===== config.mk =====
export PLATFORM = sky130hd
export DESIGN_NAME = vang_fold
export DESIGN_NICKNAME = d
export VERILOG_FILES = /design/src/sv/vang_pkg.sv /design/src/sv/vang_fold.sv
export SDC_FILE = /design/constraint.sdc
export NUM_CORES = 1
export LEC_CHECK = 0
export ABC_AREA = 1
export ABC_CLOCK_PERIOD_IN_PS = 3000
export BUFFER_PORTS_ARGS = -buffer_cell sky130_fd_sc_hd__buf_2
export CAP_MARGIN = 20
export CELL_PAD_IN_SITES_DETAIL_PLACEMENT = 1
export CELL_PAD_IN_SITES_GLOBAL_PLACEMENT = 1
export CORE_UTILIZATION = 33
export DETAILED_ROUTE_END_ITERATION = 12
export HOLD_SLACK_MARGIN = 0.03
export PLACE_DENSITY_LB_ADDON = 0.3
export REMOVE_ABC_BUFFERS = 1
export SYNTH_ARGS = -nofsm -noshare
export SYNTH_HDL_FRONTEND = slang
export SYNTH_SLANG_ARGS = --single-unit

===== constraint.sdc =====
create_clock -name clk -period 3 [get_ports clk]
set_input_delay 0.15 -clock clk [delete_from_list [all_inputs] [get_ports clk]]
set_output_delay 0.15 -clock clk [all_outputs]
set_load 0.005 [all_outputs]

===== src/sv/vang_pkg.sv =====
// Shared types, widths and the arctangent table for the full-circle vector angle block.
// No dependencies; every other file imports this package.
package vang_pkg;

  // Field widths and iteration count.
  localparam int COORD_WIDTH = 16;
  localparam int ANGLE_WIDTH = 16;
  localparam int ITERATIONS  = 16;

  // Only this many arctangent steps are tabulated.
  localparam int TABLE_DEPTH = 24;
  localparam int STAGES      = (ITERATIONS < TABLE_DEPTH) ? ITERATIONS : TABLE_DEPTH;
  localparam int IDX_W       = $clog2(TABLE_DEPTH);

  // Magnitudes are scaled to 2^39 full scale; growth stays under 2^41.
  localparam int PRE_SHIFT   = 40 - COORD_WIDTH;
  localparam int CDW         = 42;

  // Turn accumulator: 2^32 units per full turn.
  localparam int TURN_BITS   = 32;
  localparam logic [TURN_BITS-1:0] QUARTER_TURN = TURN_BITS'(64'd1 << (TURN_BITS - 2));
  localparam logic [TURN_BITS-1:0] HALF_TURN    = TURN_BITS'(64'd1 << (TURN_BITS - 1));
  localparam logic [TURN_BITS-1:0] ROUND_HALF   = TURN_BITS'(64'd1 << (TURN_BITS - 1 - ANGLE_WIDTH));

  // How the folded angle is placed back on the circle.
  typedef enum logic [2:0] {
    PL_Q1,
    PL_Q2,
    PL_Q3,
    PL_Q4,
    PL_ZERO,
    PL_QUARTER,
    PL_HALF,
    PL_THREE_Q
  } place_t;

  // Data handed from cell to cell.
  typedef struct packed {
    logic signed [CDW-1:0]       cx;
    logic signed [CDW-1:0]       cy;
    logic signed [TURN_BITS-1:0] z;
    place_t                      place;
  } cell_t;

  // atan(2^-i) in turn units, rounded to nearest.
  function automatic logic [TURN_BITS-1:0] stage_angle(input logic [IDX_W-1:0] idx);
    logic [TURN_BITS-1:0] a;
    begin
      case (idx)
        5'd0:    a = 32'd536870912;
        5'd1:    a = 32'd316933406;
        5'd2:    a = 32'd167458907;
        5'd3:    a = 32'd85004756;
        5'd4:    a = 32'd42667331;
        5'd5:    a = 32'd21354465;
        5'd6:    a = 32'd10679838;
        5'd7:    a = 32'd5340245;
        5'd8:    a = 32'd2670163;
        5'd9:    a = 32'd1335087;
        5'd10:   a = 32'd667544;
        5'd11:   a = 32'd333772;
        5'd12:   a = 32'd166886;
        5'd13:   a = 32'd83443;
        5'd14:   a = 32'd41722;
        5'd15:   a = 32'd20861;
        5'd16:   a = 32'd10430;
        5'd17:   a = 32'd5215;
        5'd18:   a = 32'd2608;
        5'd19:   a = 32'd1304;
        5'd20:   a = 32'd652;
        5'd21:   a = 32'd326;
        5'd22:   a = 32'd163;
        5'd23:   a = 32'd81;
        default: a = '0;
      endcase
      return a;
    end
  endfunction

endpackage


===== src/sv/vang_fold.sv =====
// Input stage: folds the vector into the first quadrant and classifies the axes.
// Depends on vang_pkg.
module vang_fold import vang_pkg::*; (
  input  logic                          clk,
  input  logic                          rst,
  input  logic                          en,
  input  logic                          in_valid,
  input  logic signed [COORD_WIDTH-1:0] x,
  input  logic signed [COORD_WIDTH-1:0] y,
  output logic                          out_valid,
  output cell_t                         out_data
);

  logic signed [COORD_WIDTH:0] xe;
  logic signed [COORD_WIDTH:0] ye;
  logic signed [COORD_WIDTH:0] ax;
  logic signed [COORD_WIDTH:0] ay;
  logic                        x_zero;
  logic                        y_zero;
  place_t                      place;
  cell_t                       data_next;

  // Magnitudes, one bit wider so the most negative input fits.
  assign xe     = {x[COORD_WIDTH-1], x};
  assign ye     = {y[COORD_WIDTH-1], y};
  assign ax     = xe[COORD_WIDTH] ? -xe : xe;
  assign ay     = ye[COORD_WIDTH] ? -ye : ye;
  assign x_zero = (x == '0);
  assign y_zero = (y == '0);

  // Pick the quadrant, or an exact axis answer.
  always_comb begin
    if (y_zero && !x[COORD_WIDTH-1]) begin
      place = PL_ZERO;
    end else if (y_zero) begin
      place = PL_HALF;
    end else if (x_zero) begin
      place = y[COORD_WIDTH-1] ? PL_THREE_Q : PL_QUARTER;
    end else if (!x[COORD_WIDTH-1] && !y[COORD_WIDTH-1]) begin
      place = PL_Q1;
    end else if (!y[COORD_WIDTH-1]) begin
      place = PL_Q2;
    end else if (x[COORD_WIDTH-1]) begin
      place = PL_Q3;
    end else begin
      place = PL_Q4;
    end
  end

  // Scale magnitudes up into the working format.
  always_comb begin
    data_next.cx    = CDW'(ax) <<< PRE_SHIFT;
    data_next.cy    = CDW'(ay) <<< PRE_SHIFT;
    data_next.z     = '0;
    data_next.place = place;
  end

  always_ff @(posedge clk) begin
    if (rst) begin
      out_valid <= 1'b0;
    end else if (en) begin
      out_valid <= in_valid;
    end
  end

  always_ff @(posedge clk) begin
    if (en) begin
      out_data <= data_next;
    end
  end

endmodule


==> metrics.txt, run 1 <==
total iterations of the first detailed-routing run 4; final slew viol count 0; H-tree Lvls 2; area of the die 0.00844 sq mm; type of origin of the critical path input port; Cell variety after synth 28; asr flop ratio synth 0; number of buffers added on ports 75; Hold Vio Cnt, Final 0; CTS buffer count 5; Row Count 32; Via density 3.97; Synth area leader edfxtp_1; 1st-iter DRT viols 50; Internal slightly below 0.0009 W; gpl congestion 0.706; post_cts resized 0; Worst Hold Class in -> reg; buffer type at the clock tree root clkbuf_8; antenna cells 0; switching part of the total 0.259; sequential area share after synthesis 0.424; Final min period 1.10 ns; sequential power share 0.547; outcome complete, no violations; HPWL Detailed 4090 microns; synthesized instance count 302; top area cells in the synthesized netlist edfxtp_1 42%, buf_4 23%, nand2_1 8.7%, xor2_1 3.6%, inv_1 3.4%; syn_area_per_cell 8.83 sq um; critical path peak fanout 7; Final period util 0.365; Initial Util 0.343; PwrDens approximately 410 mW/mm^2; EDFF count, synth 37; Worst EP arrival 1.13 ns; antenna-violating nets left 0; Leak around 1.5 nW; critical path class in -> reg; Seq cells post-synth 38; DIE WIDTH 91.9 microns; final setup vio count 0; gr usage total 0.120; Layout area overhead 9.57%; fillers slightly above 1000; worst hold margin 0.0529 ns; Residual DRC 0; Synth Warn # 0; Post-Synthesis Cell Area roughly 0.0027 sq mm; layout cell share with drive strength beyond 1 0.258; core area 0.00777 sq mm; worst ir drop on vdd 0.000139 V; vias post-DR 1914; final net count 419; Max-slew headroom 0.431; global-route wire length before repair 8020 microns; ys flop type edfxtp_1; vias in the first global route between 1500 and 2000; total net switching power 0.000310 W; CTS tree built; Worst-Margin Slew 0.853 ns; total negative slack 0 ns; Die Span Y 91.9 microns; total of max-cap violations 0; crit path capture type flop; Yosys top cell area share 0.417; most instantiated cells after synthesis 83 x buf_4, 62 x nand2_1, 37 x edfxtp_1, 24 x inv_1, 21 x nor2_1; initial antenna violation count 0; Clk network pwr share 0.267; Top-Level Pins 156; maximum clock insertion buffer count 2; f_max 0.912 GHz; Worst Path Required 3.03 ns; RSZ-0062 raised after global routing no; combinational power share 0.186; most frequent cell after synthesis buf_4; clk sinks 38; Clock Latency Late Sink around 0.28 ns; Avg WL per Cell approximately 11 microns; DRT Wirelength between 5000 and 6000 microns; grt ovf 0; Worst Skew 0 ns; maximum number of pins on one net before global-route repair 39; clock-pin slew on the worst setup and hold paths ~0.070 ns
==> cells in the final DEF, fill, tap and decap left out <==
cell type / Yosys / routed
a21oi_1: 1 / 1
buf_2: 3 / 75
clkbuf_1: 0 / 2
clkbuf_8: 0 / 5
clkinv_1: 1 / 1
conb_1: 1 / 82
dfxtp_1: 1 / 1
dlygate4sd3_1: 0 / 1
edfxtp_1: 37 / 37
ha_1: 3 / 3
inv_1: 24 / 24
inv_2: 5 / 5
mux2i_1: 1 / 1
nand2_1: 62 / 62
nand2_2: 1 / 1
nand3_1: 13 / 13
nand3_2: 3 / 3
nand3b_1: 4 / 4
nand4_1: 2 / 2
nor2_1: 21 / 21
nor2_2: 6 / 6
nor3_1: 1 / 1
nor3_2: 1 / 1
o21ai_0: 7 / 7
o21ai_1: 1 / 1
o21ai_2: 1 / 1
o21ai_4: 1 / 1
or2_1: 1 / 1
xnor2_1: 6 / 6
xor2_1: 11 / 11
==> through the flow <==
stage / std cells / power, W / area [sq um] / setup slack (ns) / util
after CTS: 482 / 0.00122 / 2920 / 1.90 / 0.376
after global placement: 474 / 0.000885 / 2840 / 1.64 / 0.365
after floorplan: 297 / 0.000775 / 2330 / 1.85 / -
after detailed placement: 474 / 0.000891 / 2840 / 1.59 / 0.365
final: 482 / 0.00120 / 2920 / 1.90 / 0.376
after global routing: 482 / 0.00127 / 2920 / 1.81 / 0.376
==> worst paths after layout <==
kind              startpoint           end  slack [ns]  cells after the start
hold / removal          y[0]  out_data[59]        0.05                      1
setup reg to reg   out_valid     out_valid        2.42                      2
hold reg to reg    out_valid     out_valid        0.50                      2
setup / recovery        y[0]  out_data[73]        1.90                      8
==> layer usage <==
layer	up-vias	share of wire	GRT usage	wire length [microns]
met5	-	0	0	0
met1	861	0.40	0.139	2030
met2	103	0.50	0.215	2520
li1	940	-	-	-
met4	0	0.018	0.0430	91
met3	10	0.087	0.0274	443
==> worst max-delay path: stages <==
cell and delay [ns]:
buf_2 0.10, inv_1 0.07, ha_1 0.19, nand3_2 0.15, o21ai_4 0.28, nand3_2 0.08, nand2_1 0.07, nand2_1 0.04
==> what timing repair did <==
item,CTS,global route
setup endpoints to repair,0,0
endpoints found under the hold margin,1,0
setup buffers,0,0
hold buffers,1,0
==> cells by family after synthesis <==
kind of cell / after synthesis / share of synthesized area
XOR/XNOR: 17 / 0.0558
multiplexers: 1 / 0.00375
flip-flops: 38 / 0.424
adder cells (fa/ha/maj): 3 / 0.0141
AO/OA/AOI/OAI: 11 / 0.0263
buffers and inverters: 116 / 0.282
other: 1 / 0.00141
AND/OR/NAND/NOR: 115 / 0.193
==> power groups by stage <==
stage	clock network, W	logic [W]	registers [W]
floorplan	0	0.0000994	0.000675
global placement	0	0.000218	0.000667
detailed placement	0	0.000223	0.000668
CTS	0.000335	0.000225	0.000656
global route	0.000354	0.000255	0.000660
finish	0.000321	0.000223	0.000656
==> cell type report <==
| class | count | area (sq um) | area share |
|---|---|---|---|
| multi-input cells | 229 | 1090 | 0.373 |
| repair buffers | 76 | 385 | 0.132 |
| well taps | 102 | 128 | 0.0437 |
| flip-flops and latches | 38 | 1130 | 0.387 |
| clock buffers | 7 | 76.3 | 0.0261 |
| inverters | 30 | 113 | 0.0385 |
==> flip-flops by register name (all words and copies together) (netlist names) <==
register	flops
out_valid	1
out_data	37
No activity file was read; power rests on OpenSTA's default activity.
==> run 2: changes to the inputs <==
--- a/config.mk
+++ b/config.mk
@@ -6,12 +6,12 @@
 export NUM_CORES = 1
 export LEC_CHECK = 0
 export ABC_AREA = 1
-export ABC_CLOCK_PERIOD_IN_PS = 3000
+export ABC_CLOCK_PERIOD_IN_PS = 1000
 export BUFFER_PORTS_ARGS = -buffer_cell sky130_fd_sc_hd__buf_2
 export CAP_MARGIN = 20
 export CELL_PAD_IN_SITES_DETAIL_PLACEMENT = 1
 export CELL_PAD_IN_SITES_GLOBAL_PLACEMENT = 1
-export CORE_UTILIZATION = 33
+export CORE_UTILIZATION = 28
 export DETAILED_ROUTE_END_ITERATION = 12
 export HOLD_SLACK_MARGIN = 0.03
 export PLACE_DENSITY_LB_ADDON = 0.3
==> constraint.sdc (replaced) <==
create_clock -name clk -period 1 [get_ports clk]
set_input_delay 0.05 -clock clk [delete_from_list [all_inputs] [get_ports clk]]
set_output_delay 0.05 -clock clk [all_outputs]
set_load 0.005 [all_outputs]
==> run 2 against run 1 <==
  * Clock power rose to 3.5 times the previous value
  * Combinational power grew to 3.5 times the previous value
  * Sequential power rose to 3.0 times the previous value
  * Largest cell class unchanged
  * Core utilization shrank 2.2 points
  * Setup slack got worse by 1.8 ns
==> metrics.txt, run 2 (synthesis results as in run 1) <==
outcome complete, no violations; most used cell, CP nand2_1; final setup vio count 0; Worst Hold Class in -> reg; worst ir drop on vdd about 0.00039 V; RSZ-0062 raised after global routing no; maximum number of pins on one net before global-route repair 39; layout cell share with drive strength beyond 1 0.326; Util after Layout 0.354; Worst EP arrival 0.98 ns; DIE WIDTH 99.6 microns; DRT Wirelength 5620 microns; final slew viol count 0; Leak 1.65 nW; placed cell count 530; vias post-DR between 2000 and 2500; CP peak stage delay between 0.2 and 0.25 ns; number of buffers added on ports 75; H-tree Lvls 2; Initial Util 0.289; clock-pin slew on the worst setup and hold paths 0.08 ns; Residual DRC 0; maximum clock insertion buffer count 2; CP max-delay cell o21ai_4; commonest cells after routing, fill and taps aside 82 x conb_1, 75 x buf_2, 62 x nand2_1; Avg WL per Cell 10.3 microns; gpl congestion just under 0.8; area of the die 0.00992 sq mm; HPWL Detailed 4540 microns; Buf/Inv on CP 2; Final period util 0.926; DR top layer met4; critical path class in -> reg; Top-Level Pins 156; Hold Vio Cnt, Final 0; Final min period 0.926 ns; antenna cells 0; final net count around 450; PwrDens 1180 mW/mm^2; antenna-violating nets left 0; gr usage total 0.110; initial antenna violation count 0; Worst Path Required 1.05 ns; grt ovf 0; Die Span Y 99.6 microns; met3 wire len 479 microns; biggest regs out_data: 37 flops, out_valid: 1 flops; clk sinks 38; Total Power around 0.0039 W; total of max-cap violations 0; largest register by flop count out_data; Row Count 35; delay-heaviest family, CP simple AND/OR/NAND/NOR gates; CTS buffer count 5; 1st-iter DRT viols 23; CTS tree built; commonest non-fill, non-tap cell in the layout conb_1; total iterations of the first detailed-routing run 4; f_max 1.08 GHz; crit-path cells buf_2, inv_1, ha_2, nand3_4, o21ai_4, nand2_1, nand2_1, nand2_1; crit path capture type flop; Via density around 3.8; Worst Skew 0 ns; final non-filler cell total 543; number of flip-flops in the largest register 37; Clock Latency Late Sink 0.29 ns; met2 WL 2850 microns; core area 0.00924 sq mm; global-route wire length before repair 8370 microns; buffer type at the clock tree root clkbuf_8; M1 WL between 2000 and 2500 microns; type of origin of the critical path input port; Layout area overhead 22.6%; critical path peak fanout 7; vias in the first global route 1820; fillers about 1100
==> run 2: changes by cell type in the layout (fill, tap and decap cells not counted), sizes merged <==
| cell | change |
|---|---|
| buf | +30 |
| clkinv | +1 |
| dlygate4sd3 | +3 |
==> run 2: through the flow <==
step	TNS, ns	cell area (sq um)	setup WS (ns)	hold slack, ns
final	0	3270	0.0739	0.0590
after global routing	0	3270	0.000902	0.0596
after CTS	0	3230	0.0178	0.0627
after detailed placement	-4.48	3100	-0.291	0.211
after global placement	-3.58	3100	-0.258	0.207
after floorplan	-0.144	2330	-0.0533	0.122
==> run 2: per-layer routing <==
| layer | GRT usage | vias to the layer above |
|---|---|---|
| met3 | 0.0246 | 6 |
| met4 | 0.0407 | 0 |
| li1 | - | 1010 |
| met1 | 0.119 | 932 |
| met5 | 0 | - |
| met2 | 0.207 | 107 |
==> run 2: where the power goes <==
part	internal [W]	leakage [nW]	switching, W
sequential	0.00193	0.369	0.0000373
clock	0.000557	0.0482	0.000550
combinational	0.000344	1.23	0.000443
total	0.00283	1.65	0.00103
==> run 2: cell type report <==
cell class | instances | area (sq um) | share of cell area
sequential | 38 | 1130 | 0.346
clock buffer | 7 | 86.3 | 0.0264
tap | 129 | 161 | 0.0494
inverter | 30 | 113 | 0.0345
timing repair buffer | 109 | 653 | 0.200
clock inverter | 1 | 5.00 | 0.00153
multi-input combinational | 229 | 1120 | 0.342
==> run 2: worst register-to-register path, cell delays in order, from the launching register on <==
cell     delay (ns)
dfxtp_1        0.32
mux2i_1        0.12
nor2_1         0.05
==> run 2: timing repair <==
item | in CTS | in global routing
hold endpoints to repair | 3 | 0
buffers inserted | 0 | 1
hold buffers | 4 | 0
gates resized for setup | 0 | 7
setup endpoints to repair | 0 | 7
==> run 2: final timing paths <==
kind / endpoint / from / slack [ns] / cells after the start
setup reg to reg: out_valid / out_valid / 0.42 / 2
hold reg to reg: out_valid / out_valid / 0.50 / 2
hold / removal: out_data[115] / x[14] / 0.06 / 3
setup / recovery: out_data[69] / y[0] / 0.07 / 8
