**src/sv/vang_pkg.sv**
```systemverilog
// Shared types, widths and the arctangent table for the full-circle vector angle block.
// No dependencies; every other file imports this package.
package vang_pkg;

  // Field widths and iteration count.
  localparam int COORD_WIDTH = 16;
  localparam int ANGLE_WIDTH = 16;
  localparam int ITERATIONS  = 16;

  // Only this many arctangent steps are tabulated.
  localparam int TABLE_DEPTH = 24;
  localparam int STAGES      = (ITERATIONS < TABLE_DEPTH) ? ITERATIONS : TABLE_DEPTH;
  localparam int IDX_W       = $clog2(TABLE_DEPTH);

  // Magnitudes are scaled to 2^39 full scale; growth stays under 2^41.
  localparam int PRE_SHIFT   = 40 - COORD_WIDTH;
  localparam int CDW         = 42;

  // Turn accumulator: 2^32 units per full turn.
  localparam int TURN_BITS   = 32;
  localparam logic [TURN_BITS-1:0] QUARTER_TURN = TURN_BITS'(64'd1 << (TURN_BITS - 2));
  localparam logic [TURN_BITS-1:0] HALF_TURN    = TURN_BITS'(64'd1 << (TURN_BITS - 1));
  localparam logic [TURN_BITS-1:0] ROUND_HALF   = TURN_BITS'(64'd1 << (TURN_BITS - 1 - ANGLE_WIDTH));

  // How the folded angle is placed back on the circle.
  typedef enum logic [2:0] {
    PL_Q1,
    PL_Q2,
    PL_Q3,
    PL_Q4,
    PL_ZERO,
    PL_QUARTER,
    PL_HALF,
    PL_THREE_Q
  } place_t;

  // Data handed from cell to cell.
  typedef struct packed {
    logic signed [CDW-1:0]       cx;
    logic signed [CDW-1:0]       cy;
    logic signed [TURN_BITS-1:0] z;
    place_t                      place;
  } cell_t;

  // atan(2^-i) in turn units, rounded to nearest.
  function automatic logic [TURN_BITS-1:0] stage_angle(input logic [IDX_W-1:0] idx);
    logic [TURN_BITS-1:0] a;
    begin
      case (idx)
        5'd0:    a = 32'd536870912;
        5'd1:    a = 32'd316933406;
        5'd2:    a = 32'd167458907;
        5'd3:    a = 32'd85004756;
        5'd4:    a = 32'd42667331;
        5'd5:    a = 32'd21354465;
        5'd6:    a = 32'd10679838;
        5'd7:    a = 32'd5340245;
        5'd8:    a = 32'd2670163;
        5'd9:    a = 32'd1335087;
        5'd10:   a = 32'd667544;
        5'd11:   a = 32'd333772;
        5'd12:   a = 32'd166886;
        5'd13:   a = 32'd83443;
        5'd14:   a = 32'd41722;
        5'd15:   a = 32'd20861;
        5'd16:   a = 32'd10430;
        5'd17:   a = 32'd5215;
        5'd18:   a = 32'd2608;
        5'd19:   a = 32'd1304;
        5'd20:   a = 32'd652;
        5'd21:   a = 32'd326;
        5'd22:   a = 32'd163;
        5'd23:   a = 32'd81;
        default: a = '0;
      endcase
      return a;
    end
  endfunction

endpackage

```
**src/sv/vang_cell.sv**
```systemverilog
// One CORDIC vectoring step: rotate towards the x axis and accumulate the angle.
// Depends on vang_pkg; the step number arrives on idx and is tied off per cell.
module vang_cell import vang_pkg::*; (
  input  logic             clk,
  input  logic             rst,
  input  logic             en,
  input  logic [IDX_W-1:0] idx,
  input  logic             in_valid,
  input  cell_t            in_data,
  output logic             out_valid,
  output cell_t            out_data
);

  logic signed [CDW-1:0]       cx;
  logic signed [CDW-1:0]       cy;
  logic signed [CDW-1:0]       dx;
  logic signed [CDW-1:0]       dy;
  logic signed [TURN_BITS-1:0] step;
  logic                        cy_pos;
  cell_t                       data_next;

  assign cx     = in_data.cx;
  assign cy     = in_data.cy;
  // Arithmetic shifts round towards minus infinity.
  assign dx     = cy >>> idx;
  assign dy     = cx >>> idx;
  assign step   = $signed(stage_angle(idx));
  assign cy_pos = !cy[CDW-1] && (cy != '0);

  // Rotate by the sign of y.
  always_comb begin
    data_next.place = in_data.place;
    if (cy_pos) begin
      data_next.cx = cx + dx;
      data_next.cy = cy - dy;
      data_next.z  = in_data.z + step;
    end else begin
      data_next.cx = cx - dx;
      data_next.cy = cy + dy;
      data_next.z  = in_data.z - step;
    end
  end

  always_ff @(posedge clk) begin
    if (rst) begin
      out_valid <= 1'b0;
    end else if (en) begin
      out_valid <= in_valid;
    end
  end

  always_ff @(posedge clk) begin
    if (en) begin
      out_data <= data_next;
    end
  end

endmodule

```
**config.mk**
```make
export PLATFORM = sky130hd
export DESIGN_NAME = vang_cell
export DESIGN_NICKNAME = d
export VERILOG_FILES = /design/src/sv/vang_pkg.sv /design/src/sv/vang_cell.sv
export SDC_FILE = /design/constraint.sdc
export NUM_CORES = 1
export LEC_CHECK = 0
export ABC_AREA = 1
export BUFFER_PORTS_ARGS = -buffer_cell sky130_fd_sc_hd__buf_2
export CORE_AREA = 3 3 223 225
export CTS_CLUSTER_DIAMETER = 60
export CTS_CLUSTER_SIZE = 25
export DETAILED_ROUTE_END_ITERATION = 12
export DIE_AREA = 0 0 226 228
export HOLD_SLACK_MARGIN = 0.08
export MAX_ROUTING_LAYER = met4
export PLACE_DENSITY = 0.56
export SYNTH_ARGS = -nofsm -noshare
export SYNTH_HDL_FRONTEND = slang
export SYNTH_SLANG_ARGS = --single-unit
```
**constraint.sdc**
```tcl
create_clock -name clk -period 5.5 [get_ports clk]
set_clock_uncertainty 0.1 [all_clocks]
set_input_delay 0.275 -clock clk [delete_from_list [all_inputs] [get_ports clk]]
set_output_delay 0.275 -clock clk [all_outputs]
set_load 0.05 [all_outputs]
```
==> results of run 1 <==
[power groups by stage]
stage | combinational (mW) | sequential (mW) | clock (mW)
floorplan | 1.97 | 2.34 | 0
global placement | 4.00 | 1.45 | 0
detailed placement | 4.00 | 1.45 | 0
CTS | 4.02 | 1.44 | 1.20
global route | 4.39 | 1.46 | 1.24
finish | 4.05 | 1.43 | 1.17
[cells in the mapped netlist, types with 4 or more instances]
master and count:
nand2_1 968, nand3_1 487, inv_1 288, nor2_1 230
a21oi_1 164, xor2_1 129, ha_1 127, edfxtp_1 119
o21ai_0 92, xnor2_1 54, buf_2 50, nand4_1 39
nor3_1 39, a31oi_1 34, nand2_2 33, inv_2 26
clkbuf_1 23, o21ai_1 21, o211ai_1 18, nor2_2 17
buf_1 16, buf_6 14, nor4_1 13, a21boi_0 11
o21bai_1 10, nand3_2 9, o21a_1 8, nor2_4 7
a21o_1 6, o221ai_1 6, xor2_2 5, a221oi_1 4
buf_4 4, o21ai_2 4, o31ai_1 4
[per-layer routing]
| layer | vias up | track usage (%) | wire (µm) |
|---|---|---|---|
| met2 | 819 | 49.4 | 37000 |
| met3 | 97 | 4.47 | 4610 |
| met4 | 0 | 8.22 | 1820 |
| li1 | 10938 | - | - |
| met1 | 10220 | 40.7 | 35100 |
| met5 | - | - | 0 |
[state kept, by name (all words and copies together), names as in the netlist]
name	cells
out_valid	1
out_data	119
[logic make-up after synthesis]
group                    count (synthesis)
XOR/XNOR                               188
flip-flops                             120
AND/OR/NAND/NOR                       1860
adder cells (fa/ha/maj)                130
multiplexers                             1
buffers and inverters                  424
AO/OA/AOI/OAI                          400
[worst reg2reg max path: stages (launching register included)]
cell and delay, ns:
dfxtp_1 0.31, mux2i_1 0.12, nor2_1 0.05, dlygate4sd3_1 0.55
[per-stage QoR]
step | std cells | total power, mW | setup WS [ns] | hold WS (ns) | area, µm²
2_1_floorplan | 3123 | 4.31 | 1.11 | 0.247 | 19200
3_3_place_gp | 3959 | 5.45 | 0.105 | 0.332 | 21300
3_5_place_dp | 3959 | 5.45 | 0.193 | 0.334 | 21300
4_1_cts | 4000 | 6.66 | 0.691 | 0.0962 | 22000
5_1_grt | 4002 | 7.09 | 0.147 | 0.148 | 22000
6_report | 4003 | 6.64 | 0.585 | 0.147 | 22000
[path summary, 6_finish.rpt]
path                from      endpoint  slack, ns  cells after the start
max               idx[1]  out_data[71]       0.59                     23
min          in_data[34]  out_data[34]       0.15                      4
max reg2reg    out_valid     out_valid       4.27                      3
min reg2reg    out_valid     out_valid       0.94                      3
[final cells by class]
type	instances	area, µm²	share of cell area, %
tap	615	769	3.50
antenna	3	7.51	0.0341
clock inverter	12	154	0.699
clock buffer	20	437	1.98
sequential	120	3590	16.3
timing repair buffer	337	2060	9.37
multi-input combinational	2579	13800	62.7
inverter	317	1190	5.42
[timing repair]
item / 4_1_cts / 5_1_grt
hold endpoints to repair: 8 / 0
hold buffers: 9 / 0
setup endpoints to repair: 0 / 0
==> results.yml, run 1 <==
setup_path:
  cp-start-kind: "input port"
  timing.critical_path.arrival_ns: 5.02
  critPathSlowestCell: "a221oi_1"
  critPathCaptureType: "flip-flop"
  startpoint_to_endpoint_class_of_the_critical_path: "in2reg"
  critPathMostFrequentCell: "nand3_1"
  required_ns: 5.60
  crit_chain: "buf_2 > buf_4 > buf_4 > nand3_1 > nand3_1 > nand3_1 > nand3_1 > nand2_1 > nor2_2 > nand2_1 > nor2_4 > nand2_2 > o21ai_1 > xor2_1 > ha_1 > a21oi_1 > inv_1 > a31oi_1 > o21ai_0 > a221oi_1 > buf_4 > nand3_1 > xor2_1"
  timing.critical_path.buf_inv: 5
  critPathMaxFanout: 29
  stage_delay_of_the_slowest_cell_on_the_critical_path_ns: 0.45
  cpLargestDelayFamily: "simple AND/OR/NAND/NOR gates"
power_and_ir_drop:
  power_switching_share_pct: 51.3
  sequentialPowerShare_pct: 21.6
  ir_worst_vdd_mv: 0.193
  p_switching_mw: 3.41
  combinationalPowerShare_pct: 60.9
  proportion_of_power_drawn_by_the_clock_network_pct: 17.5
  cellLeakagePower_nw: 10.9
  int_power_mw: 3.23
  power_density_nw_per_um2: 302
layout:
  flow.area_growth_from_synthesis_pct: 14.9
  layout.cells.most_common_list: "nand2_1 (967), nand3_1 (487), inv_1 (288), buf_2 (246), nor2_1 (229)"
  postLayoutCoreUtil_pct: 46.1
  finish.net_count: 3630
  layout-drive-gt1-share_pct: 14.1
  layout_commonest_cell: "nand2_1"
  fillerInstances: 5216
sta:
  rsz0062_at_grt: "no"
  layout_worst_path_cycle_share_pct: 89.4
  final-hold-violation-count: 0
  setup_violations: 0
  finalCriticalPeriod_ns: 4.91
  worst-slew-pin-transition_ns: 0.846
  post_route_setup_tns_ns: 0
  timing.final.max_slew_violations: 0
  worst_slew_margin_rel_pct: 43.6
  max_freq_ghz: 0.203
clocking:
  clock_insertion_delay_worst_skew_ns: 0.46
  htreeDepth: 4
  tritoncts_num_sinks: 120
  clk_root_buffer_cell: "clkbuf_16"
  cts.clk_slew.worst_paths_ns: 0.06
  clockBufferDepth: 2
  cts_post_setup_buffers_inserted: 0
  cts_resized: 0
  tritoncts: "built"
  cts_buffers: 17
grt:
  initial_antenna_violation_count: 2
  largest_net_degree_at_the_start_of_global_routing: 68
  remaining_overflow_grt: 0
  grt_first_pass_wirelength_um: 120000
  gr-usage-all-layers_pct: 30.8
  grt_pass1_vias: 21000
synth:
  synth.top_cell.area_share_pct: 19.0
  yosysWarningCount: 0
  synth_top_cell_by_area: "nand2_1"
  ys_types: 63
  post_synth_fa_ha_maj_area_fraction_pct: 8.61
  synth_area_um2: 19200
  count_of_flip_flops_with_a_built_in_enable_after_synthesis: 119
  synth_compound_area_share_pct: 12.2
  synth_simple_gate_area_share_pct: 42.4
  postSynth.topFlopCell: "edfxtp_1"
  postSynthAreaPerCell_um2: 6.13
  synth.area.top_cells: "nand2_1 (19%), edfxtp_1 (19%), nand3_1 (13%)"
  synth_fp_nets: 3381
  fraction_of_registers_with_async_set_or_reset_after_synthesis_pct: 0
  synth_mux_area_share_pct: 0.0523
  ys_seq_area_share_pct: 18.8
  post_synth_xor_area_fraction_pct: 8.79
  postSynthCellCount: 3123
  largest_family_of_logic_cells_by_synthesized_area: "simple AND/OR/NAND/NOR gates"
  yosys_register_bits: 120
die:
  dieHeight_um: 228
  io_pins: 248
  start_util_pct: 40.1
  width_of_the_die_um: 226
  area_of_the_placeable_core_um2: 47700
  die_area_um2: 51500
  core.rowCount: 80
run_status:
  outcome: "finished, final reports clean"
routing:
  detail_route.drc_violations: 0
  post_detailed_route_wirelength_per_cell_um: 19.6
  route.antenna.remaining_nets: 0
  postRouteWirelength_um: 78500
  routed-via-count: 22074
  drt-initial-drc-count: 2008
  drtPass1Iterations: 7
  avgViaCountPerCell: 5.51
placement:
  buffer_ports.inserted: 247
  place_hpwl_um: 66100
  gp_congestion: 1.02
flow_run:
  count_of_maximum_capacitance_violations: 0
min_path:
  worstHoldPathType: "in2reg"
Note: power is estimated with default switching activity, not from simulation.
==> inputs of run 2 (changes only) <==
- clock period: 5.5 -> 5.7 ns (I/O delays scaled with it)
==> run 2 against run 1 <==
  * Critical path depth unchanged
  * Highest routed layer unchanged
  * Sequential share of layout area rose by 0.19 points
  * Utilization down 0.54 points
  * Die area stayed put
  * Register-to-register slack gained 0.19 ns
  * Final cell count shrank 0.85%
  * Hold slack got worse by 0.0063 ns
  * Clock power down 6%
  * First-iteration DRC count increased by 1.6%
  * Global-route usage increased by 0.053 points
==> results.yml, run 2 (synthesis results as in run 1) <==
die:
  io_pins: 248
  width_of_the_die_um: 226
  core.rowCount: 80
  dieHeight_um: 228
  start_util_pct: 40.1
  die_area_um2: 51500
  area_of_the_placeable_core_um2: 47700
setup_path:
  startpoint_to_endpoint_class_of_the_critical_path: "in2reg"
  r2r.worst_path.cells: 3
  cp-start-kind: "input port"
  critPathCaptureType: "flip-flop"
  critPathMaxFanout: 30
  timing.critical_path.arrival_ns: 5.47
  required_ns: 5.83
clocking:
  htreeDepth: 4
  cts_buffers: 17
  clock_insertion_delay_worst_skew_ns: 0.48
  cts_resized: 0
  cts.clk_slew.worst_paths_ns: 0.06
  clk_root_buffer_cell: "clkbuf_16"
  tritoncts: "built"
  tritoncts_num_sinks: 120
  clockBufferDepth: 2
routing:
  routed-via-count: 22071
  post_detailed_route_wirelength_per_cell_um: 20.0
  postRouteWirelength_um: 79400
  detail_route.drc_violations: 0
  drt-initial-drc-count: 2041
  route.antenna.remaining_nets: 0
  avgViaCountPerCell: 5.56
  drtPass1Iterations: 6
grt:
  grt_first_pass_wirelength_um: 120000
  largest_net_degree_at_the_start_of_global_routing: 91
  grt_pass1_vias: 20668
  gr-usage-all-layers_pct: 30.9
  initial_antenna_violation_count: 0
  remaining_overflow_grt: 0
sta:
  layout_worst_path_cycle_share_pct: 93.7
  rsz0062_at_grt: "no"
  finalCriticalPeriod_ns: 5.34
  max_freq_ghz: 0.187
  setup_ws_ns: 0.359
  final-hold-violation-count: 0
  worst-slew-pin-transition_ns: 0.805
  setup_violations: 0
  timing.final.max_slew_violations: 0
  worst_slew_margin_rel_pct: 46.3
  post_route_setup_tns_ns: 0
power_and_ir_drop:
  sequentialPowerShare_pct: 21.8
  proportion_of_power_drawn_by_the_clock_network_pct: 17.3
  combinationalPowerShare_pct: 60.8
  ir_worst_vdd_mv: 0.221
  power_density_nw_per_um2: 292
  power_switching_share_pct: 52.2
  cellLeakagePower_nw: 10.8
  int_power_mw: 3.04
  p_switching_mw: 3.32
placement:
  place_worst_setup_slack_ns: 0.328
  buffer_ports.inserted: 247
  cell_count_after_placement: 3927
  gp_congestion: 0.989
  place_hpwl_um: 66600
layout:
  layoutNonFillerInstCount: 3969
  fillerInstances: 5191
  postLayoutCoreUtil_pct: 45.5
  layout_commonest_cell: "nand2_1"
  largestRegisters: "out_data (119), out_valid (1)"
  flow.area_growth_from_synthesis_pct: 13.5
  largest-register: "out_data"
  finish.net_count: 3598
  area.sequential_um2: 3590
  layout.cells.most_common_list: "nand2_1 (967), nand3_1 (487), inv_1 (288), buf_2 (246), nor2_1 (229)"
  largest_register_ffs: 119
  multi_input_area_um2: 13800
  layout-drive-gt1-share_pct: 13.2
run_status:
  outcome: "finished, final reports clean"
flow_run:
  count_of_maximum_capacitance_violations: 0
min_path:
  worstHoldPathType: "in2reg"
  min_path_cells: 2
[run 2: changes by cell type in the layout (fill, tap and decap cells not counted), moves of 2 or more]
cell and delta:
clkinv_2 -2, clkinv_1 +3, inv_6 +2, diode_2 -2, buf_4 -32, clkbuf_1 -3
[run 2: path summary, 6_finish.rpt]
path / from / end / slack (ns)
min reg2reg: out_valid / out_valid / 0.94
max reg2reg: out_valid / out_valid / 4.46
min: in_data[78] / out_data[78] / 0.14
max: in_data[36] / out_data[67] / 0.36
[run 2: repair_timing]
action	in CTS	in global routing
buffers inserted	0	0
hold buffers	9	0
hold endpoints to repair	8	0
[run 2: routing by layer]
metal | global-route usage (%) | vias to the layer above | wire length [µm]
li1 | - | 10870 | -
met1 | 41.4 | 10213 | 35800
met2 | 48.0 | 855 | 35900
met3 | 4.74 | 133 | 5300
met4 | 9.35 | 0 | 2450
met5 | - | - | 0
[run 2: power groups by stage]
stage	clock network (mW)	logic, mW	registers (mW)
floorplan	0	1.90	2.26
global placement	0	3.82	1.40
detailed placement	0	3.81	1.40
CTS	1.13	3.83	1.39
global route	1.16	4.18	1.41
finish	1.10	3.87	1.39
[run 2: final cells by class]
type                    instances  area share (%)
clock inverters                15           0.696
inverters                     317            5.48
repair buffers                305            8.38
flip-flops and latches        120            16.5
diodes                          1          0.0115
clock buffers                  17            1.96
multi-input cells            2579            63.4
well taps                     615            3.54
[run 2: critical path, cell delays in order]
cell and delay (ns):
dlygate4sd3_1 0.55, buf_2 0.16, nor4_1 0.60, nand4_1 0.16, nor2_1 0.12, nand4_1 0.12
nand2_2 0.21, inv_1 0.13, buf_4 0.29, a21oi_1 0.20, xor2_1 0.44, ha_1 0.40
a21oi_1 0.18, inv_1 0.08, a31oi_1 0.25, nand2_1 0.09, nand2_1 0.07, o211ai_1 0.11
a21oi_1 0.38, o21ai_0 0.28, nand3_1 0.14, nand2_1 0.07, xor2_1 0.14
[run 2: metrics by stage]
step / total power [mW] / cell area [µm²] / hold slack, ns
2_1_floorplan: 4.16 / 19200 / 0.257
3_3_place_gp: 5.22 / 21100 / 0.343
3_5_place_dp: 5.22 / 21100 / 0.349
4_1_cts: 6.36 / 21700 / 0.107
5_1_grt: 6.75 / 21700 / 0.152
6_report: 6.35 / 21700 / 0.141
