==> src/sv/vang_pkg.sv <==
// Shared types, widths and the arctangent table for the full-circle vector angle block.
// No dependencies; every other file imports this package.
package vang_pkg;

  // Field widths and iteration count.
  localparam int COORD_WIDTH = 16;
  localparam int ANGLE_WIDTH = 16;
  localparam int ITERATIONS  = 16;

  // Only this many arctangent steps are tabulated.
  localparam int TABLE_DEPTH = 24;
  localparam int STAGES      = (ITERATIONS < TABLE_DEPTH) ? ITERATIONS : TABLE_DEPTH;
  localparam int IDX_W       = $clog2(TABLE_DEPTH);

  // Magnitudes are scaled to 2^39 full scale; growth stays under 2^41.
  localparam int PRE_SHIFT   = 40 - COORD_WIDTH;
  localparam int CDW         = 42;

  // Turn accumulator: 2^32 units per full turn.
  localparam int TURN_BITS   = 32;
  localparam logic [TURN_BITS-1:0] QUARTER_TURN = TURN_BITS'(64'd1 << (TURN_BITS - 2));
  localparam logic [TURN_BITS-1:0] HALF_TURN    = TURN_BITS'(64'd1 << (TURN_BITS - 1));
  localparam logic [TURN_BITS-1:0] ROUND_HALF   = TURN_BITS'(64'd1 << (TURN_BITS - 1 - ANGLE_WIDTH));

  // How the folded angle is placed back on the circle.
  typedef enum logic [2:0] {
    PL_Q1,
    PL_Q2,
    PL_Q3,
    PL_Q4,
    PL_ZERO,
    PL_QUARTER,
    PL_HALF,
    PL_THREE_Q
  } place_t;

  // Data handed from cell to cell.
  typedef struct packed {
    logic signed [CDW-1:0]       cx;
    logic signed [CDW-1:0]       cy;
    logic signed [TURN_BITS-1:0] z;
    place_t                      place;
  } cell_t;

  // atan(2^-i) in turn units, rounded to nearest.
  function automatic logic [TURN_BITS-1:0] stage_angle(input logic [IDX_W-1:0] idx);
    logic [TURN_BITS-1:0] a;
    begin
      case (idx)
        5'd0:    a = 32'd536870912;
        5'd1:    a = 32'd316933406;
        5'd2:    a = 32'd167458907;
        5'd3:    a = 32'd85004756;
        5'd4:    a = 32'd42667331;
        5'd5:    a = 32'd21354465;
        5'd6:    a = 32'd10679838;
        5'd7:    a = 32'd5340245;
        5'd8:    a = 32'd2670163;
        5'd9:    a = 32'd1335087;
        5'd10:   a = 32'd667544;
        5'd11:   a = 32'd333772;
        5'd12:   a = 32'd166886;
        5'd13:   a = 32'd83443;
        5'd14:   a = 32'd41722;
        5'd15:   a = 32'd20861;
        5'd16:   a = 32'd10430;
        5'd17:   a = 32'd5215;
        5'd18:   a = 32'd2608;
        5'd19:   a = 32'd1304;
        5'd20:   a = 32'd652;
        5'd21:   a = 32'd326;
        5'd22:   a = 32'd163;
        5'd23:   a = 32'd81;
        default: a = '0;
      endcase
      return a;
    end
  endfunction

endpackage

==> src/sv/vang_place.sv <==
// Output stage: clamps the folded angle, places it in its quadrant and rounds it.
// Depends on vang_pkg.
module vang_place import vang_pkg::*; (
  input  logic                   clk,
  input  logic                   rst,
  input  logic                   en,
  input  logic                   in_valid,
  input  cell_t                  in_data,
  output logic                   out_valid,
  output logic [ANGLE_WIDTH-1:0] out_angle
);

  logic [TURN_BITS-1:0] th;
  logic [TURN_BITS-1:0] turns;
  logic [TURN_BITS-1:0] rounded;

  // Clamp to the first quadrant.
  always_comb begin
    if (in_data.z[TURN_BITS-1]) begin
      th = '0;
    end else if ($unsigned(in_data.z) > QUARTER_TURN) begin
      th = QUARTER_TURN;
    end else begin
      th = $unsigned(in_data.z);
    end
  end

  // Place on the circle; a full turn wraps to zero.
  always_comb begin
    unique case (in_data.place)
      PL_Q1:      turns = th;
      PL_Q2:      turns = HALF_TURN - th;
      PL_Q3:      turns = HALF_TURN + th;
      PL_Q4:      turns = '0 - th;
      PL_ZERO:    turns = '0;
      PL_QUARTER: turns = QUARTER_TURN;
      PL_HALF:    turns = HALF_TURN;
      PL_THREE_Q: turns = HALF_TURN + QUARTER_TURN;
      default:    turns = '0;
    endcase
  end

  // Round to nearest, halves up, and drop the carry out.
  assign rounded = turns + ROUND_HALF;

  always_ff @(posedge clk) begin
    if (rst) begin
      out_valid <= 1'b0;
    end else if (en) begin
      out_valid <= in_valid;
    end
  end

  always_ff @(posedge clk) begin
    if (en) begin
      out_angle <= rounded[TURN_BITS-1 -: ANGLE_WIDTH];
    end
  end

endmodule

==> config.mk <==
export PLATFORM = sky130hd
export DESIGN_NAME = vang_place
export DESIGN_NICKNAME = d
export VERILOG_FILES = /design/src/sv/vang_pkg.sv /design/src/sv/vang_place.sv
export SDC_FILE = /design/constraint.sdc
export NUM_CORES = 1
export LEC_CHECK = 0
export BUFFER_PORTS_ARGS = -buffer_cell sky130_fd_sc_hd__buf_4
export CELL_PAD_IN_SITES_DETAIL_PLACEMENT = 1
export CELL_PAD_IN_SITES_GLOBAL_PLACEMENT = 1
export CORE_AREA = 2 2 82 84
export CTS_CLUSTER_DIAMETER = 40
export DETAILED_ROUTE_END_ITERATION = 10
export DIE_AREA = 0 0 84 86
export PLACE_DENSITY_LB_ADDON = 0.1
export SLEW_MARGIN = 20
export SYNTH_ARGS = -nofsm -noshare
export SYNTH_HDL_FRONTEND = slang
export SYNTH_SLANG_ARGS = --single-unit
==> constraint.sdc <==
create_clock -name clk -period 9.75 [get_ports clk]
set_input_delay 1.95 -clock clk [delete_from_list [all_inputs] [get_ports clk]]
set_output_delay 1.95 -clock clk [all_outputs]
set_load 0.05 [all_outputs]
==> results of run 1 <==
state kept, by name (all words and copies together) (netlist names):
register   cells
out_angle     16
out_valid      1
final cells by class:
class	instances	area (um2)	share of cell area [%]
multi-input cells	173	1141	51.70
flip-flops and latches	17	500.5	22.68
repair buffers	55	412.9	18.71
well taps	77	96.34	4.365
clock buffers	4	45.04	2.041
inverters	3	11.26	0.5102
worst max-delay path, stage by stage:
cell and delay (ns):
sky130_fd_sc_hd__buf_4 0.12, sky130_fd_sc_hd__nor4_4 0.41, sky130_fd_sc_hd__and3_1 0.42, sky130_fd_sc_hd__nand4_2 0.26, sky130_fd_sc_hd__a21o_1 0.42, sky130_fd_sc_hd__nor2_1 0.19, sky130_fd_sc_hd__ha_1 0.21, sky130_fd_sc_hd__o31ai_1 0.14
sky130_fd_sc_hd__nor4_2 0.57, sky130_fd_sc_hd__nand2_1 0.12, sky130_fd_sc_hd__o311a_1 0.15, sky130_fd_sc_hd__or3_1 0.40
metal layers:
layer	part of all wire, %	global-route usage (%)	up-vias
met4	1.2	4.399	0
li1	-	-	863
met1	51	19.86	776
met2	44	22.76	39
met5	0	0	-
met3	4.1	1.347	4
layout by cell type (no fill, tap or decap), types with 3 or more instances in the layout:
cell,n
sky130_fd_sc_hd__buf_4,55
sky130_fd_sc_hd__nor2_1,28
sky130_fd_sc_hd__nand2_1,16
sky130_fd_sc_hd__edfxtp_1,16
sky130_fd_sc_hd__nor3_1,13
sky130_fd_sc_hd__xnor2_1,11
sky130_fd_sc_hd__xor2_1,9
sky130_fd_sc_hd__a21oi_1,9
sky130_fd_sc_hd__nand3_1,8
sky130_fd_sc_hd__nor2b_1,6
sky130_fd_sc_hd__or3_1,5
sky130_fd_sc_hd__o21ai_0,5
sky130_fd_sc_hd__nor4_2,4
sky130_fd_sc_hd__and3_1,4
sky130_fd_sc_hd__o31ai_1,4
sky130_fd_sc_hd__nor4_4,3
sky130_fd_sc_hd__nor4_1,3
sky130_fd_sc_hd__or4_1,3
sky130_fd_sc_hd__inv_1,3
sky130_fd_sc_hd__nand4_1,3
sky130_fd_sc_hd__mux2i_1,3
sky130_fd_sc_hd__nor3b_1,3
sky130_fd_sc_hd__clkbuf_8,3
metrics by stage:
stage,std cells,util (%)
after floorplan,205,-
after global placement,325,34.44
after detailed placement,325,34.44
after CTS,329,35.16
after global routing,329,35.16
final,329,35.16
worst paths after layout:
check	startpoint	to	cells after the start
min	out_valid$_SDFFE_PP0P_	out_valid$_SDFFE_PP0P_	2
max reg2reg	out_valid$_SDFFE_PP0P_	out_valid$_SDFFE_PP0P_	2
min reg2reg	out_valid$_SDFFE_PP0P_	out_valid$_SDFFE_PP0P_	2
max	in_data[4]	out_angle[9]$_DFFE_PP_	12
power breakdown:
| group | switching (mW) | internal [mW] | leakage (nW) | total [mW] |
|---|---|---|---|---|
| sequential | 0.00134 | 0.0856 | 0.161 | 0.0869 |
| clock | 0.0204 | 0.0289 | 0.0228 | 0.0494 |
| combinational | 0.0478 | 0.0286 | 0.646 | 0.0764 |
synthesized netlist by cell type (all sizes together), types with 3 or more instances:
library cell / instances / area (um2)
and2: 3 / 20.02
nand4: 4 / 31.28
o31ai: 4 / 30.03
and3: 4 / 25.02
buf: 5 / 30.03
mux2i: 3 / 30.03
xor2: 9 / 78.83
nor3: 13 / 65.06
o21ai: 5 / 25.02
nand3: 8 / 40.04
nor2: 29 / 111.4
nand2: 16 / 60.06
or4: 3 / 22.52
nor3b: 3 / 22.52
xnor2: 11 / 96.34
a21oi: 9 / 45.04
edfxtp: 16 / 480.5
nor2b: 6 / 37.54
inv: 3 / 11.26
or3: 5 / 31.28
nor4: 10 / 132.6
clkbuf: 7 / 26.28
cells by family (layout without fill, tap and decap cells):
logic type	count (synthesis)	after routing	share of synthesized area [%]
AND/OR/NAND/NOR	111	111	37.99
AO/OA/AOI/OAI	38	38	16.03
XOR/XNOR	20	20	10.25
flip-flops	17	17	29.28
buffers and inverters	15	62	3.953
multiplexers	3	3	1.757
adder cells (fa/ha/maj)	1	1	0.7319
==> reports/summary.md, run 1 <==
The CTS root buffer was sky130_fd_sc_hd__clkbuf_8. For this run, the detailed router's first-pass iteration total came to 4. Detailed placement finished with a half-perimeter wire length of 3.919 mm.

At the worst endpoint, the arrival time is 5.39 ns. The final count of pins violating max slew is 0, and the all-layer global routing usage is 14.07%. The setup slack of the critical path after layout is 4.342 ns, and the relative area change from synthesis to final layout is 29.14%.

TritonCTS built the clock tree. The synthesized instance count came out at 205. Post-CTS repair changed the size of 0 cells. During synthesis, Yosys emitted a total of 0 warnings. Buffers placed on the I/O ports in this run total 55. The most common flop cell mapped by yosys is sky130_fd_sc_hd__edfxtp_1. The setup path with the least slack is of type in2reg. Yosys mapped a number of flops with a built-in enable equal to 16. The clock net in this run drives a total of 17 sinks. Dividing the detail-routed via count by the number of cells gives 5.112. The number of antenna diodes in the final layout is 0.

For this run, asynchronously set or reset flops after synthesis account for 0%. The number of nets handed over by synthesis was 329. Sequential cells were found to cover 29.28% of the synthesized design area. The number of buffers inserted during clock tree synthesis was 3.

The die span in y was 86 um; the number of global-route vias before repair was 1661. The number of setup buffers added after CTS is 0. Kind of start point of the critical path: a primary input. Path type of the worst min-delay path: reg2reg. The chip width was 84 um; the die area was 7224 um2.

The logs give 0.1849 GHz for the peak clock frequency supported by timing and 49 for the count of unique library cells instantiated by Yosys. In this run the static leakage power is 0.8302 nW. The run gives 1682 as the total vias in the final route. The final critical delay including setup and external delays came out at 5.408 ns. The sum of negative setup slack was 0 ns; the total power density per cell area was 96.38 nW/um2. Along the worst path, the maximum fanout reaches 14. The logs give 1 for the number of levels the H-tree was split into and 0.5019 ns for the worst hold margin. In the final layout, the share of cells above drive strength 1 is 28.57%. The number of antenna violations at the first check in global routing was 0; the clock slew at the register clock pins of the worst setup and hold paths was 0.06 ns.

After the first detailed-routing iteration, the DRC count stood at 46. The share of the cycle needed by the critical path after routing is 55.47%, and the worst-case headroom to the max-slew limit is 57.31%. After floorplanning, the core was sized to cover 6277 um2. Summing every instance area after synthesis gives 1709 um2.

After filler insertion, the fill cell instance count of the layout stands at 783. For the number of hold violations in the final report, the log shows 0. Entering global routing, the biggest net connects 26 pins.

The transition time of the tightest slew-check pin works out to 0.6350 ns. Setup repair after global routing left no endpoint under its margin. The worst setup path is captured at a register.

140 I/O pins were placed. The first global-routing pass estimated 8.238 mm of wire. Summing internal, switching and leakage power gives 0.2127 mW. Routed wire length: 4.807 mm.

Timing analysis after detailed placement gives a worst setup slack of 4.087 ns. The count of endpoints failing setup in the final report was 0; the final non-filler cell area was 2207 um2. VDD sags by at most 73.13 uV. The setup check on the worst reg-to-reg path leaves a slack of 9.16 ns.

A synthesized cell averages 8.337 um2. The logs give 0 for the DRC violation count after routing and 0.7248 for the global placer's final weighted congestion. The synthesized flop and latch total is 17.

The flow ran to the end, and the final reports show no timing, DRC or antenna violations. The number of max-capacitance violations reported is 0. Once detail routing completed, the nets flagged for antenna violations numbered 0. The placed cell area came out at 2162 um2. For the final database, setup skew stands at 0 ns. After floorplanning, the core was divided into 29 placement rows. The effective utilization at floorplan was 27.23%; the critical path data required time was 9.73 ns. The later pin in the worst-skew pair is clocked with a latency of 0.24 ns.

In the final routed layout, each cell accounts on average for 14.61 um. In this run the deepest clock path goes through 2 buffers. For this run the aggregate overflow at the end of global routing stands at 0.

For this run, the post-layout net count is 377. For this design, the CTS-stage hold fixing added 0 buffers.
Note: power is estimated with default switching activity, not from simulation.
==> inputs of run 2 (changes only) <==
ABC_AREA = 1   (was not set)
CORE_AREA = 2 2 95 97   (was 2 2 82 84)
DIE_AREA = 0 0 97 99   (was 0 0 84 86)
clock period = 4.49 ns   (was 9.75 ns; I/O delays follow)
==> reports/summary.md, run 2 <==
The run finished with clean final reports. In this run the power density over the cells is 196.6 nW/um2. On the final layout, the worst clock skew is 0 ns. In this run the vertical extent of the chip is 99 um.

The most common flop cell mapped by yosys was sky130_fd_sc_hd__edfxtp_1. During synthesis, Yosys emitted a total of 0 warnings. The gate family responsible for the most delay along the worst path is simple AND/OR/NAND/NOR gates. After floorplanning, the core was divided into 34 placement rows.

Summing the areas of all and, or, nand and nor instances in the mapped netlist gives 48.42% of the synthesized area. The category of the most critical setup path is in2reg. Ratio of cells with drive above 1 in the final layout: 21.32%. The run gives 1136 as the count of filler cells inserted in the layout. The clock network latency to the later pin of the worst-skew pair is 0.25 ns, and the post-synthesis compound-gate area fraction is 6.641%. Per report_power, the sequential group accounts for 39.0% of the total. The final route contains 2068 vias. Counting I/O delays and the setup requirement, the final critical path takes 3.330 ns.

Before antenna repair, the detailed router went through 4 iterations. Iteration-0 DRC count of the detailed router: 74. The number of port buffers was 55.

The clock network burns 22.3% of the power. The number of enable flip-flop cells after synthesis was 16; the sum of negative setup slack was 0 ns. Transition time of the tightest slew-check pin: 0.6609 ns. The detailed-routed wire length on met3 came out at 206 um. In this run, post-CTS repair resized a total of 0 instances. Setup violations remaining at the end of the flow were counted as 0. Synthesis handed over a netlist of 325 instances. The peak fanout along the critical path is 15. By instance count, the leading cell after synthesis is sky130_fd_sc_hd__nand2_1. When the netlist entered floorplanning its net count stood at 449. The most common library cell in the layout ignoring fill and taps is sky130_fd_sc_hd__nand2_1. In this run the tightest slew margin relative to its limit is 55.78%. The number of global-route vias before repair was 1966. The largest registers in the layout are out_angle (16), out_valid (1). The tools report the number of buffers inserted during clock tree synthesis as 3.

The first global-routing pass estimated 9.225 mm of wire. The largest individual stage delay along the critical path comes from the cell sky130_fd_sc_hd__o31ai_2. The highest metal layer with signal wires was met4. Counting both buffers and inverters, the worst setup path holds a total of 4.

Post-CTS timing repair inserted 0 buffers for setup. By count the netlist is led by sky130_fd_sc_hd__nand2_1 (104), sky130_fd_sc_hd__inv_1 (60), sky130_fd_sc_hd__nor2_1 (40). For this configuration, the core starts out at a cell density of 22.70%.

The largest register by flop count was out_angle. The half-perimeter wire length after detailed placement came out at 4.862 mm. Of the total synthesized cell area, the portion taken by XOR and XNOR cells is 3.611%.

Data on the critical path arrives at its endpoint at 3.34 ns. Multiplexer cells account for 0.5158% of the synthesized area. Path type of the worst min-delay path: reg2reg. The run gives 488 as the non-filler instance count after layout. The area share of fa/ha/maj cells after synthesis is 0.6447%, and the met1 layer wirelength in the final routing is 2.752 mm.

Cell area after synthesis: 1941 um2. The library cells used most frequently in the layout, excluding fill and tap cells, are sky130_fd_sc_hd__nand2_1 (104), sky130_fd_sc_hd__inv_1 (60), sky130_fd_sc_hd__buf_4 (56), sky130_fd_sc_hd__nor2_1 (40), sky130_fd_sc_hd__nand3_1 (34). The count of nets left with antenna violations once routing finished came out at 0. The most used cell along the critical path is sky130_fd_sc_hd__nand2_2. Dividing the detail-routed wire length by the instance count gives 11.32 um. Global routing finished with a remaining overflow of 0. In this design, the stage delay of the slowest critical-path cell is 0.35 ns. The peak clock frequency supported by timing came out at 0.3003 GHz. The die covers 9603 um2.

The tools report the kind of end point of the critical path as a register. The detail-routed via count per cell came out at 4.238. After synthesis, the largest family of logic cells by area is simple AND/OR/NAND/NOR gates. For this design, the sink count on the clock tree is 17. The register with the most flip-flops in the layout has 16 of them. Cell taking the most area after synthesis: sky130_fd_sc_hd__edfxtp_1. The relative area change from synthesis to final layout came out at 28.95%. For the number of hold violations in the final report, the log shows 0.

Clock-pin slew was measured on the worst setup and hold paths at 0.06 ns. The sequential share of the synthesized area was 25.79%; the internal portion of total power was 0.3156 mW. The floorplan core area is 8551 um2. The total I/O pin count was 140; the count of unique library cells instantiated by Yosys was 32. Setup repair after global routing left no endpoint under its margin.

The switching power was 0.1764 mW. The number of placed instances, taps included, is 484. The run gives 0 as the number of antenna violations at the first check in global routing. After synthesis, the share of flip-flops with an asynchronous set or reset is 0%. The detailed route wirelength on metal2 was 2.524 mm; the share of the cycle needed by the critical path after routing was 74.17%. DRC violation count after routing: 0. Walking the worst path, the cells encountered are buf_4 > nor2_1 > inv_1 > nor2_1 > nand2_1 > nor2_1 > nand2_1 > nand2_2 > inv_1 > o31ai_2 > ha_1 > nand2_2 > nor2_4 > nand2_2 > nor2_4 > nand2_2 > xor2_1 > inv_1. CTS placed an instance of sky130_fd_sc_hd__clkbuf_8 at the clock tree root. Per report_power, the combinational group accounts for 38.7% of the total. The synthesized area per cell is 5.971 um2.

The clock passes through at most 2 buffers. The net count of the finished layout is 505. The worst hold margin is 0.5031 ns. By area the synthesized netlist is led by sky130_fd_sc_hd__edfxtp_1 (25%), sky130_fd_sc_hd__nand2_1 (20%), sky130_fd_sc_hd__inv_1 (12%). The repair_antennas step left the layout with diodes totalling 0. The kind of start point of the critical path is a primary input.

Measured along the x axis, the die boundary spans 97 um. TritonCTS built the clock tree. Max-cap violations in this run came to 0.

At the worst endpoint, the required time is 4.50 ns. In this run the static leakage power is 1.286 nW. The synthesized flop and latch total was 17. After synthesis, the largest area contributor takes up 24.76% of total cell area. Net switching is 35.86% of the power. The tools report the final count of pins violating max slew as 0. For this design, the CTS-stage hold fixing added 0 buffers. The routed wire length was 5.522 mm; the all-layer global routing usage was 11.48%.

Entering global routing, the biggest net connects 18 pins. At the end of routability-driven placement, the weighted congestion stood at 0.7609. The tools report the worst voltage drop across the vdd grid as 66.13 uV.

The number of levels the H-tree was split into is 1.
run 2: cell types whose count changed in the layout (fill, tap and decap cells not counted), sizes merged, moves of 4 or more:
cell / previous run / this run
nand3: 8 / 35
nor2: 29 / 50
xor2: 9 / 4
and3: 4 / 0
nor2b: 6 / 0
nor4: 10 / 0
a21oi: 9 / 3
o21ai: 5 / 10
or3: 5 / 0
xnor2: 11 / 4
nor3: 13 / 1
nand4: 4 / 14
nand2: 16 / 110
inv: 3 / 62
run 2: routing by layer:
layer / up-vias / global-route usage [%]
met2: 43 / 19.71
met4: 0 / 2.925
met5: - / 0
li1: 1130 / -
met3: 2 / 0.6383
met1: 893 / 15.82
run 2: final timing paths:
kind                            slack, ns              startpoint                endpoint  depth (start not counted)
worst max-delay path                 1.16             in_data[20]  out_angle[9]$_DFFE_PP_                         18
worst min-delay path                 0.50  out_valid$_SDFFE_PP0P_  out_valid$_SDFFE_PP0P_                          2
worst max register to register       3.91  out_valid$_SDFFE_PP0P_  out_valid$_SDFFE_PP0P_                          2
worst min register to register       0.50  out_valid$_SDFFE_PP0P_  out_valid$_SDFFE_PP0P_                          2
run 2: cell families (layout without fill, tap and decap cells):
| kind of cell | after synthesis | in the layout |
|---|---|---|
| adder cells (fa/ha/maj) | 1 | 1 |
| multiplexers | 1 | 1 |
| AND/OR/NAND/NOR | 210 | 210 |
| flip-flops | 17 | 17 |
| buffers and inverters | 69 | 124 |
| XOR/XNOR | 8 | 8 |
| AO/OA/AOI/OAI | 19 | 19 |
run 2: layout make-up:
cell class | instances | area (um2) | area share, %
repair buffers | 56 | 420.4 | 16.80
multi-input cells | 239 | 1161 | 46.40
inverters | 64 | 240.2 | 9.600
well taps | 108 | 135.1 | 5.400
flip-flops and latches | 17 | 500.5 | 20.00
clock buffers | 4 | 45.04 | 1.800
run 2: power by group through the flow:
stage | sequential, mW | combinational, mW | clock (mW)
after detailed placement | 0.196 | 0.193 | 0
after global routing | 0.193 | 0.210 | 0.119
after global placement | 0.195 | 0.192 | 0
after floorplan | 0.243 | 0.0745 | 0
final | 0.192 | 0.191 | 0.110
after CTS | 0.192 | 0.193 | 0.113
run 2: metrics by stage:
step / worst slack [ns] / cell area [um2] / total power [mW] / utilization [%]
after detailed placement: 0.8646 / 2457 / 0.3885 / 28.74
after global placement: 0.8470 / 2457 / 0.3869 / 28.74
final: 1.160 / 2502 / 0.4920 / 29.27
after floorplan: 1.456 / 1941 / 0.3173 / -
after global routing: 0.8787 / 2502 / 0.5226 / 29.27
after CTS: 1.140 / 2502 / 0.4987 / 29.27
run 2: tightest hold or removal path: stages (launching register included):
cell	delay, ns
sky130_fd_sc_hd__dfxtp_1	0.33
sky130_fd_sc_hd__mux2i_1	0.07
sky130_fd_sc_hd__nor2_1	0.07
